===== src/sv/lzw_pkg.sv =====
package lzw_pkg;

  localparam int DICT_ENTRIES = 4096;
  localparam int CODE_CAP     = 4096;
  localparam int CODE_LIMIT   = (DICT_ENTRIES < CODE_CAP) ? DICT_ENTRIES : CODE_CAP;
  localparam int FIRST_CODE   = 256;

  localparam int BYTE_W = 8;
  localparam int CODE_W = 12;
  localparam int FREE_W = CODE_W + 1;
  localparam int KEY_W  = CODE_W + BYTE_W;

  // hash table holds at least twice as many slots as codes, so probing always ends
  localparam int HT_AW    = $clog2(CODE_LIMIT) + 1;
  localparam int HT_DEPTH = 1 << HT_AW;

  typedef struct packed {
    logic              valid;
    logic [CODE_W-1:0] prefix;
    logic [BYTE_W-1:0] sym;
    logic [CODE_W-1:0] code;
  } ht_entry_t;

  typedef struct packed {
    logic load;       // latch the incoming byte and end flag
    logic take_first; // first byte of a stream becomes the prefix
    logic rd_first;   // read the home slot of (prefix, byte)
    logic rd_next;    // read the following slot
    logic hit;        // prefix takes the matched code
    logic miss;       // emit prefix, insert pair while codes remain, restart from byte
    logic final_code; // emit the last prefix of the stream
    logic clr;        // clear one slot of the table
  } lzw_cmd_t;

  typedef struct packed {
    logic held;
    logic in_end;
    logic cur_end;
    logic ent_valid;
    logic ent_match;
    logic out_free;
    logic clr_last;
  } lzw_sts_t;

  function automatic logic [HT_AW-1:0] pair_hash(input logic [CODE_W-1:0] prefix,
                                                 input logic [BYTE_W-1:0] sym);
    logic [KEY_W-1:0] key;
    key = {prefix, sym};
    return key[HT_AW-1:0] ^ HT_AW'(key >> (KEY_W - HT_AW));
  endfunction

endpackage


===== src/sv/lzw_ctrl.sv =====
module lzw_ctrl (
  input  logic              clk,
  input  logic              rst,
  input  logic              in_valid,
  output logic              in_ready,
  input  lzw_pkg::lzw_sts_t sts,
  output lzw_pkg::lzw_cmd_t cmd
);

  localparam logic [2:0] S_CLEAR = 3'd0;
  localparam logic [2:0] S_IDLE  = 3'd1;
  localparam logic [2:0] S_CMP   = 3'd2;
  localparam logic [2:0] S_MISS  = 3'd3;
  localparam logic [2:0] S_FINAL = 3'd4;

  logic [2:0] state;
  logic [2:0] state_next;

  always_ff @(posedge clk) begin
    if (rst) begin
      state <= S_CLEAR;
    end else begin
      state <= state_next;
    end
  end

  always_comb begin
    cmd        = '0;
    in_ready   = 1'b0;
    state_next = state;
    case (state)
      S_CLEAR: begin
        cmd.clr = 1'b1;
        if (sts.clr_last) begin
          state_next = S_IDLE;
        end
      end
      S_IDLE: begin
        in_ready = 1'b1;
        if (in_valid) begin
          cmd.load = 1'b1;
          if (sts.held) begin
            cmd.rd_first = 1'b1;
            state_next   = S_CMP;
          end else begin
            cmd.take_first = 1'b1;
            if (sts.in_end) begin
              state_next = S_FINAL;
            end
          end
        end
      end
      S_CMP: begin
        if (sts.ent_match) begin
          cmd.hit    = 1'b1;
          state_next = sts.cur_end ? S_FINAL : S_IDLE;
        end else if (sts.ent_valid) begin
          cmd.rd_next = 1'b1;
        end else if (sts.out_free) begin
          cmd.miss   = 1'b1;
          state_next = sts.cur_end ? S_FINAL : S_IDLE;
        end else begin
          state_next = S_MISS;
        end
      end
      S_MISS: begin
        if (sts.out_free) begin
          cmd.miss   = 1'b1;
          state_next = sts.cur_end ? S_FINAL : S_IDLE;
        end
      end
      S_FINAL: begin
        if (sts.out_free) begin
          cmd.final_code = 1'b1;
          state_next     = S_IDLE;
        end
      end
      default: begin
        state_next = S_IDLE;
      end
    endcase
  end

endmodule


===== config.mk =====
export PLATFORM = sky130hd
export DESIGN_NAME = lzw_ctrl
export DESIGN_NICKNAME = d
export VERILOG_FILES = /design/src/sv/lzw_pkg.sv /design/src/sv/lzw_ctrl.sv
export SDC_FILE = /design/constraint.sdc
export NUM_CORES = 1
export LEC_CHECK = 0
export BUFFER_PORTS_ARGS = -buffer_cell sky130_fd_sc_hd__buf_2
export CORE_AREA = 2 2 39 41
export CTS_CLUSTER_SIZE = 16
export DETAILED_ROUTE_END_ITERATION = 10
export DIE_AREA = 0 0 41 43
export GPL_TIMING_DRIVEN = 0
export SYNTH_ARGS = -nofsm -noshare
export SYNTH_HDL_FRONTEND = slang
export SYNTH_SLANG_ARGS = --single-unit

===== constraint.sdc =====
create_clock -name clk -period 1.5 [get_ports clk]
set_clock_uncertainty 0.2 [all_clocks]
set_input_delay 0.15 -clock clk [delete_from_list [all_inputs] [get_ports clk]]
set_output_delay 0.15 -clock clk [all_outputs]
set_load 0.05 [all_outputs]

Word level (Yosys, flattened, before mapping)
Cells that the tools add are included.

storage, ports and cells
  bits in registers = 3
  bits of input ports = 10
  output and inout bits = 9
  word-level logic and storage cells = 39

cells by class
  eq/ne operators = 10
  multiplexer cells = 26
  reductions and logical operators = 2

operators with widths
  cell                                            count
  2-to-1 mux 3 bit                                12
  case mux 3 bit (5 select lines)                 1
  2-to-1 mux 1 bit                                11
  != test 2 bit (second input constant)           4
  == test 3 x 2 -> 1 bit (second input constant)  2
  != test 3 bit (second input constant)           2
  AND reduction 6 bit                             1
  == test 3 x 1 -> 1 bit (second input constant)  1
  == test 3 bit (second input constant)           1
  zero test 3 bit                                 1
  2-to-1 mux 2 bit                                1
  case mux 1 bit (2 select lines)                 1

Logic depth before layout (Yosys ltp)
Gate-level depths: netlist (run 1).

  word-level depth = 5
  mapped depth = 5
  depth with buffers taken out = 4

Least setup slack after synthesis (run 1)
OpenSTA, ideal clock, no wires.

  path kind = flip-flop to output port
  from = register state[2]
  to = output port cmd[4] (netlist bit)
  arrival time = 2.215 ns
  required time = 1.150 ns
  setup slack = -1.065 ns
  stages on the path, launching flop included = 3
  cells stage by stage = dfxtp_1 and2b_4 nor4b_1

RTL lines
  item                    RTL line        RTL
  from (decl)             lzw_ctrl.sv:16  logic [2:0] state;
  from (signal assigned)  lzw_ctrl.sv:23  state <= state_next;
  to (decl)               lzw_ctrl.sv:7   output lzw_pkg::lzw_cmd_t cmd

==> results of run 1 <==
[repair_timing]
action                     4_1_cts  5_1_grt
buffers inserted                 7        2
hold buffers                     1        0
setup endpoints to repair       10       11
resized for setup               26       12
hold endpoints to repair         1        0
gates cloned                     1        0
pin swaps                        3        3
[metrics by stage]
step           setup WS (ns)  instance area (µm²)  power, mW  std cells  hold WS, ns
2_1_floorplan         -0.369                  357      0.342         41       0.0224
4_1_cts               -0.107                  648      0.644         88       0.0787
6_report             -0.0987                  713      0.697         90       0.0862
3_5_place_dp          -0.110                  467      0.410         75        0.173
3_3_place_gp          -0.118                  467      0.409         75        0.165
5_1_grt               -0.165                  713      0.745         90       0.0992
[per-layer routing]
metal | wire length [µm] | track usage (%)
met5 | 0 | 0
met4 | 0 | 4.00
met3 | 67 | 6.28
met2 | 597 | 19.7
met1 | 460 | 18.3
[kinds of logic after synthesis]
family	after synthesis
simple gates	19
flops	3
mux	2
buf+inv	5
compound gates	12
[synthesized netlist by cell type (2+ instances only)]
| cell type | count |
|---|---|
| and3_1 | 2 |
| a21oi_1 | 2 |
| buf_6 | 2 |
| mux2i_1 | 2 |
| nor2_1 | 3 |
| nand2_1 | 3 |
| nor3_1 | 2 |
| o21ai_0 | 3 |
| nor4b_1 | 2 |
| inv_1 | 3 |
| dfxtp_1 | 3 |
[power breakdown]
part / internal (mW) / switching (mW) / leakage [nW]
clock network: 0.0995 / 0.0397 / 0.0150
registers: 0.0952 / 0.0205 / 0.0264
logic: 0.200 / 0.241 / 0.276
[final cells by class]
class | instances | area, µm²
Timing Repair Buffer | 29 | 240
Buffer | 2 | 22.5
Multi-Input combinational cell | 33 | 324
Clock buffer | 4 | 26.3
Tap cell | 16 | 20.0
Inverter | 3 | 11.3
Fill cell | 132 | 671
Sequential cell | 3 | 68.8
[how the worst min path moves through the flow]
| stage | start | end | slack [ns] | cells after the start |
|---|---|---|---|---|
| 4_1_cts | sts[6] | state[1]$_SDFFE_PP0P_ | 0.08 | 3 |
| 3_3_place_gp | rst | state[1]$_SDFFE_PP0P_ | 0.17 | 2 |
| 2_1_floorplan | rst | state[1]$_SDFFE_PP0P_ | 0.02 | 1 |
| 3_5_place_dp | rst | state[1]$_SDFFE_PP0P_ | 0.17 | 2 |
| 6_report | sts[6] | state[1]$_SDFFE_PP0P_ | 0.09 | 3 |
| 5_1_grt | sts[6] | state[1]$_SDFFE_PP0P_ | 0.1 | 3 |
[worst reg2reg max path, stage by stage (launching register included)]
cell      delay (ns)
dfxtp_2         0.31
buf_6           0.12
and2b_4         0.17
buf_6           0.13
a221oi_4        0.32
mux2i_1         0.20
==> metrics.cfg, run 1 <==
[timing]
fmax_ghz=0.626
fin_tns_setup_ns=-0.467
rsz0062_at_grt=yes
min_period_ns=1.60
hold_violations=0
finalWorstSetupSlack_ns=-0.0987
relSlewSlack_pct=77.6
finalCritPeriodShare_pct=107
slew_violations=0
setup_viol=9
tightest_slew_ns=0.334

[detailed_routing]
drtIter0Drc=5
antenna_left=0
drc=0
dr.pass1.iters=4
vias=445
drt-vias-per-instance=4.94
routed_wl_mm=1.13
wl_per_cell_um=12.5

[synthesis]
avgSynthCellArea_um2=8.00
synth.area.mux_share_pct=6.11
syn_inst=41
synth_edf_count=0
ys.flop_type=dfxtp_1
netlist_top_cells_area=dfxtp_1 18%, buf_6 6.9%, mux2i_1 6.1%, nor4b_1 5.3%, o21ai_0 4.6%
yosysTopAreaCell=dfxtp_1
synth_compound_area_share_pct=27.1
synth_top_family_by_area=simple AND/OR/NAND/NOR gates
synth_nets=51
synth_simple_gate_area_share_pct=38.2
synthesis.area_um2=328
ys_seq_elements=3
synth-async-reset-ratio_pct=0
synth_cell_types=25
netlist.area_leader.share_pct=18.3
synthAdderAreaFrac_pct=0
yosys_warnings=0
yosysSeqAreaShare_pct=18.3
synth_xor_area_share_pct=0

[cells_and_area]
area_delta_synth_final_pct=118
layout_common_cells=10 x buf_2, 10 x buf_4, 6 x buf_6
largest_reg_flops=3
largest_register=state
drive_gt1_share_pct=66.2
fin_nets=85
antenna_cells=0
postLayoutCoreUtil_pct=51.5
biggestRegsByFlops=state: 3 flops

[die]
die_w_um=41
io_pins=19
coreArea_mm2=0.00138
die-area_mm2=0.00176
rows=14
die_height_um=43
initial_core_util_pct=23.7

[critical_path]
cp_slowest_cell=dfxtp_2
crit_end=cmd[6]
critPathKind=register to primary output
r2r-start=state[1]$_SDFFE_PP0P_
critPathMaxFanout=5
startpoint_type=register
r2r_end=state[0]$_SDFFE_PP0P_
reg2reg_depth=5
rrSetupSlack_ns=-0.04
max_stage_delay_ns=0.31
cp-startpoint=state[1]$_SDFFE_PP0P_
required_ns=1.15
path_cells=buf_6 -> nor2_4 -> and3_4 -> nor2b_4 -> buf_8
critPathCaptureType=primary output
cp.depth=5
crit_family=simple AND/OR/NAND/NOR gates
path_buf_inv=2
cp.arrival_ns=1.25

[global_routing]
antenna_found_initial=0
grt_pass1_vias=419
grt.overflow.total=0
grtUsageTotal_pct=13.8
grt_pass1_wl_mm=1.68
grt_max_degree=9

[clocking]
tritoncts=done
cts.path.max_buffers=2
cts.sinks=3
cts_max_level=1
worstSkewPairLatency_ns=0.23
cts_buffers=3
path_clk_slew_ns=0.04
cts-root-buf=clkbuf_4

[power]
peakVddDrop_uv=576
p_leak_nw=0.317
p_per_area_mw_per_mm2=977

[run_status]
violations=negative setup slack
status=finished, violations left

[place]
routabilityCongestion=0.755
placement.io_buffers=18
dpl.hpwl_um=658

[job]
cap_violations=0

[hold_path]
min_path_type=primary input to register

(Power assumes the default switching activity.)
==> inputs of run 2 (changes only) <==
ABC_AREA = 1   (was unset)
==> run 2 against run 1 <==
- the run still ends with negative setup slack left
- via count grew 20%
- core utilization grew 1.5 points
- largest cell class unchanged
- sequential power grew 62%
- synthesized cell count is 83% higher
- area after synthesis rose by 21%
- critical path type unchanged
- clock power about the same
- largest power group unchanged
==> metrics.cfg, run 2 <==
[timing]
finalCritPeriodShare_pct=104
fmax_ghz=0.640
rsz0062_at_grt=yes
setup_viol=6
tightest_slew_ns=0.263
finalWorstSetupSlack_ns=-0.0636
hold_violations=0
min_period_ns=1.56
relSlewSlack_pct=82.5
slew_violations=0
fin_tns_setup_ns=-0.247

[die]
coreArea_mm2=0.00138
die_height_um=43
rows=14
die_w_um=41
io_pins=19
die-area_mm2=0.00176
initial_core_util_pct=28.6

[synthesis]
yosys_warnings=0
synth_edf_count=0
syn_inst=75
yosysTopAreaCell=nor2_1
synth_nets=85
synth-async-reset-ratio_pct=0
ys_top_cells_by_count=19 x nor2_1, 13 x inv_1, 13 x nand2_1
synth_cell_types=15
ys_seq_elements=3
yosysMostFrequentCell=nor2_1
avgSynthCellArea_um2=5.27
netlist_top_cells_area=nor2_1 18%, dfxtp_1 15%, nand3_1 14%, inv_1 12%, nand2_1 12%
ys.flop_type=dfxtp_1
yosysSeqAreaShare_pct=15.2
netlist.area_leader.share_pct=18.0
synthesis.area_um2=395

[detailed_routing]
routed_wl_mm=1.13
vias=534
drc=0
drtIter0Drc=6
wl_per_cell_um=9.45
drt-vias-per-instance=4.45
antenna_left=0
dr.pass1.iters=4

[critical_path]
required_ns=1.15
r2r-start=state[1]$_SDFFE_PP0P_
critPathMaxFanout=6
critPathKind=register to primary output
r2r_end=state[1]$_SDFFE_PP0P_
cp.arrival_ns=1.21
critPathCaptureType=primary output
rrSetupSlack_ns=0.05
reg2reg_depth=8
startpoint_type=register

[power]
peakVddDrop_uv=841
p_per_area_mw_per_mm2=1700
power_mw=1.25
p_leak_nw=0.369

[hold_path]
worstHoldStart=sts[4]
holdPathStages=5
min_path_type=primary input to register
hold_path_end=state[2]$_SDFFE_PP0P_

[place]
routabilityCongestion=0.765
placement.io_buffers=18
dp.cells=109
post-place-ws_ns=-0.111
dpl.hpwl_um=786

[cells_and_area]
final_common_cell=nor2_1
drive_gt1_share_pct=51.0
biggestRegsByFlops=state: 3 flops
fin_nets=115
nFillCells=143
multiInputGateArea_um2=360
largest_reg_flops=3
largest_register=state
layout_common_cells=13 x nor2_1, 12 x inv_1, 12 x nand2_1
stdcell_count=120
antenna_cells=0
area_delta_synth_final_pct=85.8
regArea_um2=71.3

[clocking]
cts-root-buf=clkbuf_4
path_clk_slew_ns=0.04
tritoncts=done
cts_buffers=3
cts.sinks=3
worstSkewPairLatency_ns=0.23
cts_max_level=1
cts.path.max_buffers=2

[global_routing]
grtUsageTotal_pct=14.9
grt_max_degree=8
antenna_found_initial=0
grt_pass1_vias=476
grt.overflow.total=0
grt_pass1_wl_mm=1.81

[run_status]
status=finished, violations left
violations=negative setup slack

[job]
cap_violations=0

-- run 2: cells by family (layout without fill, tap and decap cells) --
kind of cell / after synthesis / in the layout / synth area share [%]
AO/OA/AOI/OAI: 2 / 2 / 2.85
buffers and inverters: 15 / 44 / 14.2
flip-flops: 3 / 3 / 15.2
AND/OR/NAND/NOR: 55 / 55 / 67.7
-- run 2: how the worst max path moves through the flow --
stage	cells past startpoint	slack [ns]	end	start
2_1_floorplan	3	-0.11	cmd[5]	state[2]$_SDFFE_PP0P_
3_3_place_gp	5	-0.10	cmd[2]	state[1]$_SDFFE_PP0P_
3_5_place_dp	5	-0.11	cmd[2]	state[1]$_SDFFE_PP0P_
4_1_cts	5	-0.08	cmd[2]	state[1]$_SDFFE_PP0P_
5_1_grt	5	-0.13	cmd[5]	state[0]$_SDFFE_PP0P_
6_report	5	-0.06	cmd[2]	state[1]$_SDFFE_PP0P_
-- run 2: per-stage QoR --
| stage | hold WS, ns | area [µm²] | utilization (%) |
|---|---|---|---|
| finish | 0.138 | 734 | 53.1 |
| global route | 0.161 | 734 | 53.1 |
| CTS | 0.138 | 676 | 48.8 |
| detailed placement | 0.131 | 537 | 38.8 |
| global placement | 0.131 | 537 | 38.8 |
| floorplan | 0.0191 | 427 | - |
-- run 2: cell type report --
| class | instances | area share [%] |
|---|---|---|
| Inverter | 15 | 8.01 |
| Multi-Input combinational cell | 57 | 49.1 |
| Timing Repair Buffer | 25 | 26.9 |
| Sequential cell | 3 | 9.71 |
| Tap cell | 16 | 2.73 |
| Clock buffer | 4 | 3.58 |
-- run 2: worst max-delay path, stage by stage (launching register included) --
cell     delay (ns)
dfxtp_4        0.38
nand2_1        0.10
nor2_4         0.17
a31oi_2        0.07
nor2_4         0.12
buf_8          0.15
-- run 2: what timing repair did --
item	CTS	global route
hold buffers	1	0
hold endpoints to repair	3	0
endpoints found under the setup margin	9	10
pin swaps	3	4
setup buffers	2	4
gates resized for setup	27	9
-- run 2: power by group --
part	internal (mW)	switching, mW	total (mW)	leakage, nW
sequential	0.123	0.0649	0.188	0.0267
combinational	0.346	0.575	0.921	0.328
clock	0.0995	0.0388	0.138	0.0150
total	0.569	0.679	1.25	0.369
-- run 2: metal layers --
| layer | GRT usage [%] | vias to the layer above | part of all wire, % |
|---|---|---|---|
| met1 | 14.7 | 234 | 40 |
| met3 | 5.24 | 0 | 4.7 |
| met2 | 26.3 | 14 | 55 |
| li1 | - | 286 | - |
| met4 | 6.00 | 0 | 0 |
| met5 | 0 | - | 0 |
==> inputs of run 3 (changes only) <==
clock period = 1.7 ns   (was 1.5 ns; I/O delays follow)
==> run 3 against run 2 <==
- the flow now finishes without violations
- worst hold slack improved by 0.044 ns
- via count fell by 7.5%
- global-route usage down 2.6 points
- core utilization shrank 11 points
- flip-flop and latch count unchanged
- register-to-register slack gained 0.33 ns
- sequential share of layout area is 1.2 points higher
- design area fell by 20%
- worst setup slack gained 0.15 ns
- critical endpoint is now cmd[4]
- largest cell class unchanged
==> metrics.cfg, run 3 (synthesis gave the netlist of run 2 again) <==
[global_routing]
grt_pass1_wl_mm=1.55
grt_pass1_vias=421
grt_max_degree=8
antenna_found_initial=0
grt.overflow.total=0
grtUsageTotal_pct=12.3

[timing]
hold_ws_ns=0.181
fin_tns_setup_ns=0
tightest_slew_ns=0.247
min_period_ns=1.61
hold_violations=0
setup_viol=0
fmax_ghz=0.621
rsz0062_at_grt=no
relSlewSlack_pct=83.6
slew_violations=0
finalCritPeriodShare_pct=94.7

[critical_path]
required_ns=1.33
critPathMaxFanout=7
startpoint_type=register
cp.arrival_ns=1.24
critPathKind=register to primary output
critPathCaptureType=primary output

[cells_and_area]
antenna_cells=0
final_common_cell=nor2_1
multiInputGateArea_um2=302
drive_gt1_share_pct=40.8
nFillCells=162
area_delta_synth_final_pct=48.1
largest_reg_flops=3
fin_nets=109
regArea_um2=63.8
largest_register=state
layout_common_cells=16 x nor2_1, 14 x buf_2, 13 x inv_1, 13 x nand2_1, 11 x nand3_1
biggestRegsByFlops=state: 3 flops

[clocking]
cts-root-buf=clkbuf_4
tritoncts=done
cts_buffers=3
cts.sinks=3
cts_max_level=1
worstSkewPairLatency_ns=0.23
cts.path.max_buffers=2
path_clk_slew_ns=0.03

[die]
coreArea_mm2=0.00138
die-area_mm2=0.00176
die_height_um=43
die_w_um=41
rows=14
io_pins=19
initial_core_util_pct=28.6

[power]
p_int_mw=0.368
switchingPower_mw=0.513
peakVddDrop_uv=756
switching_share_pct=58.2
clkPwrFrac_pct=13.7
p_comb_share_pct=70.0
p_per_area_mw_per_mm2=1500
p_leak_nw=0.324
seqPwrFrac_pct=16.3

[detailed_routing]
wl_per_cell_um=8.40
vias=494
antenna_left=0
drc=0
routed_wl_um=958
dr.pass1.iters=4
drt-vias-per-instance=4.33
drtIter0Drc=12

[run_status]
status=finished clean

[hold_path]
min_path_type=primary input to register

[job]
cap_violations=0

[place]
dpl.hpwl_um=797
placement.io_buffers=18
routabilityCongestion=0.785

==> run 3: cell count changes in the layout (fill, tap and decap cells not counted), sizes merged <==
cell,before,now
clkbuf,4,5
buf,24,17
==> run 3: path summary, 6_finish.rpt <==
kind | to | cells after the start | slack [ns] | from
setup / recovery | cmd[4] | 4 | 0.09 | state[2]$_SDFFE_PP0P_
setup reg to reg | state[0]$_SDFFE_PP0P_ | 7 | 0.38 | state[2]$_SDFFE_PP0P_
hold / removal | state[2]$_SDFFE_PP0P_ | 5 | 0.18 | sts[4]
hold reg to reg | state[0]$_SDFFE_PP0P_ | 2 | 0.31 | state[0]$_SDFFE_PP0P_
==> run 3: stage by stage <==
step / setup WS, ns / total power [mW] / instance area [µm²] / util (%) / cells
2_1_floorplan: 0.00467 / 0.616 / 408 / - / 75
3_3_place_gp: 0.126 / 0.729 / 518 / 37.4 / 109
3_5_place_dp: 0.130 / 0.729 / 518 / 37.4 / 109
4_1_cts: 0.00974 / 0.865 / 562 / 40.6 / 114
5_1_grt: 0.0171 / 0.955 / 586 / 42.3 / 114
6_report: 0.0907 / 0.881 / 586 / 42.3 / 114
==> run 3: layer usage <==
layer | vias to the layer above | global-route usage [%] | part of all wire, %
met5 | - | 0 | 0
met4 | 0 | 4.00 | 0
met3 | 0 | 1.57 | 1.0
met2 | 3 | 19.4 | 52
met1 | 214 | 16.6 | 47
li1 | 277 | - | -
==> run 3: critical path, stage by stage, from the launching register on <==
cell and delay, ns:
dfxtp_2 0.37, inv_2 0.09, nand3_1 0.10, nor2_2 0.16, buf_2 0.29
==> run 3: cell type report <==
class / count / share of cell area, %
timing repair buffer: 19 / 20.1
clock buffer: 4 / 4.49
tap: 16 / 3.42
inverter: 15 / 9.62
sequential: 3 / 10.9
multi-input combinational: 57 / 51.5
==> run 3: timing repair <==
item,4_1_cts,5_1_grt
hold buffers,1,0
setup endpoints to repair,2,6
endpoints found under the hold margin,2,0
setup buffers,0,0
resized for setup,3,10
==> run 3: power by group through the flow <==
stage / clock [mW] / combinational [mW] / sequential, mW
global placement: 0 / 0.596 / 0.133
global route: 0.129 / 0.676 / 0.150
finish: 0.120 / 0.617 / 0.144
CTS: 0.127 / 0.606 / 0.133
floorplan: 0 / 0.491 / 0.126
detailed placement: 0 / 0.596 / 0.133
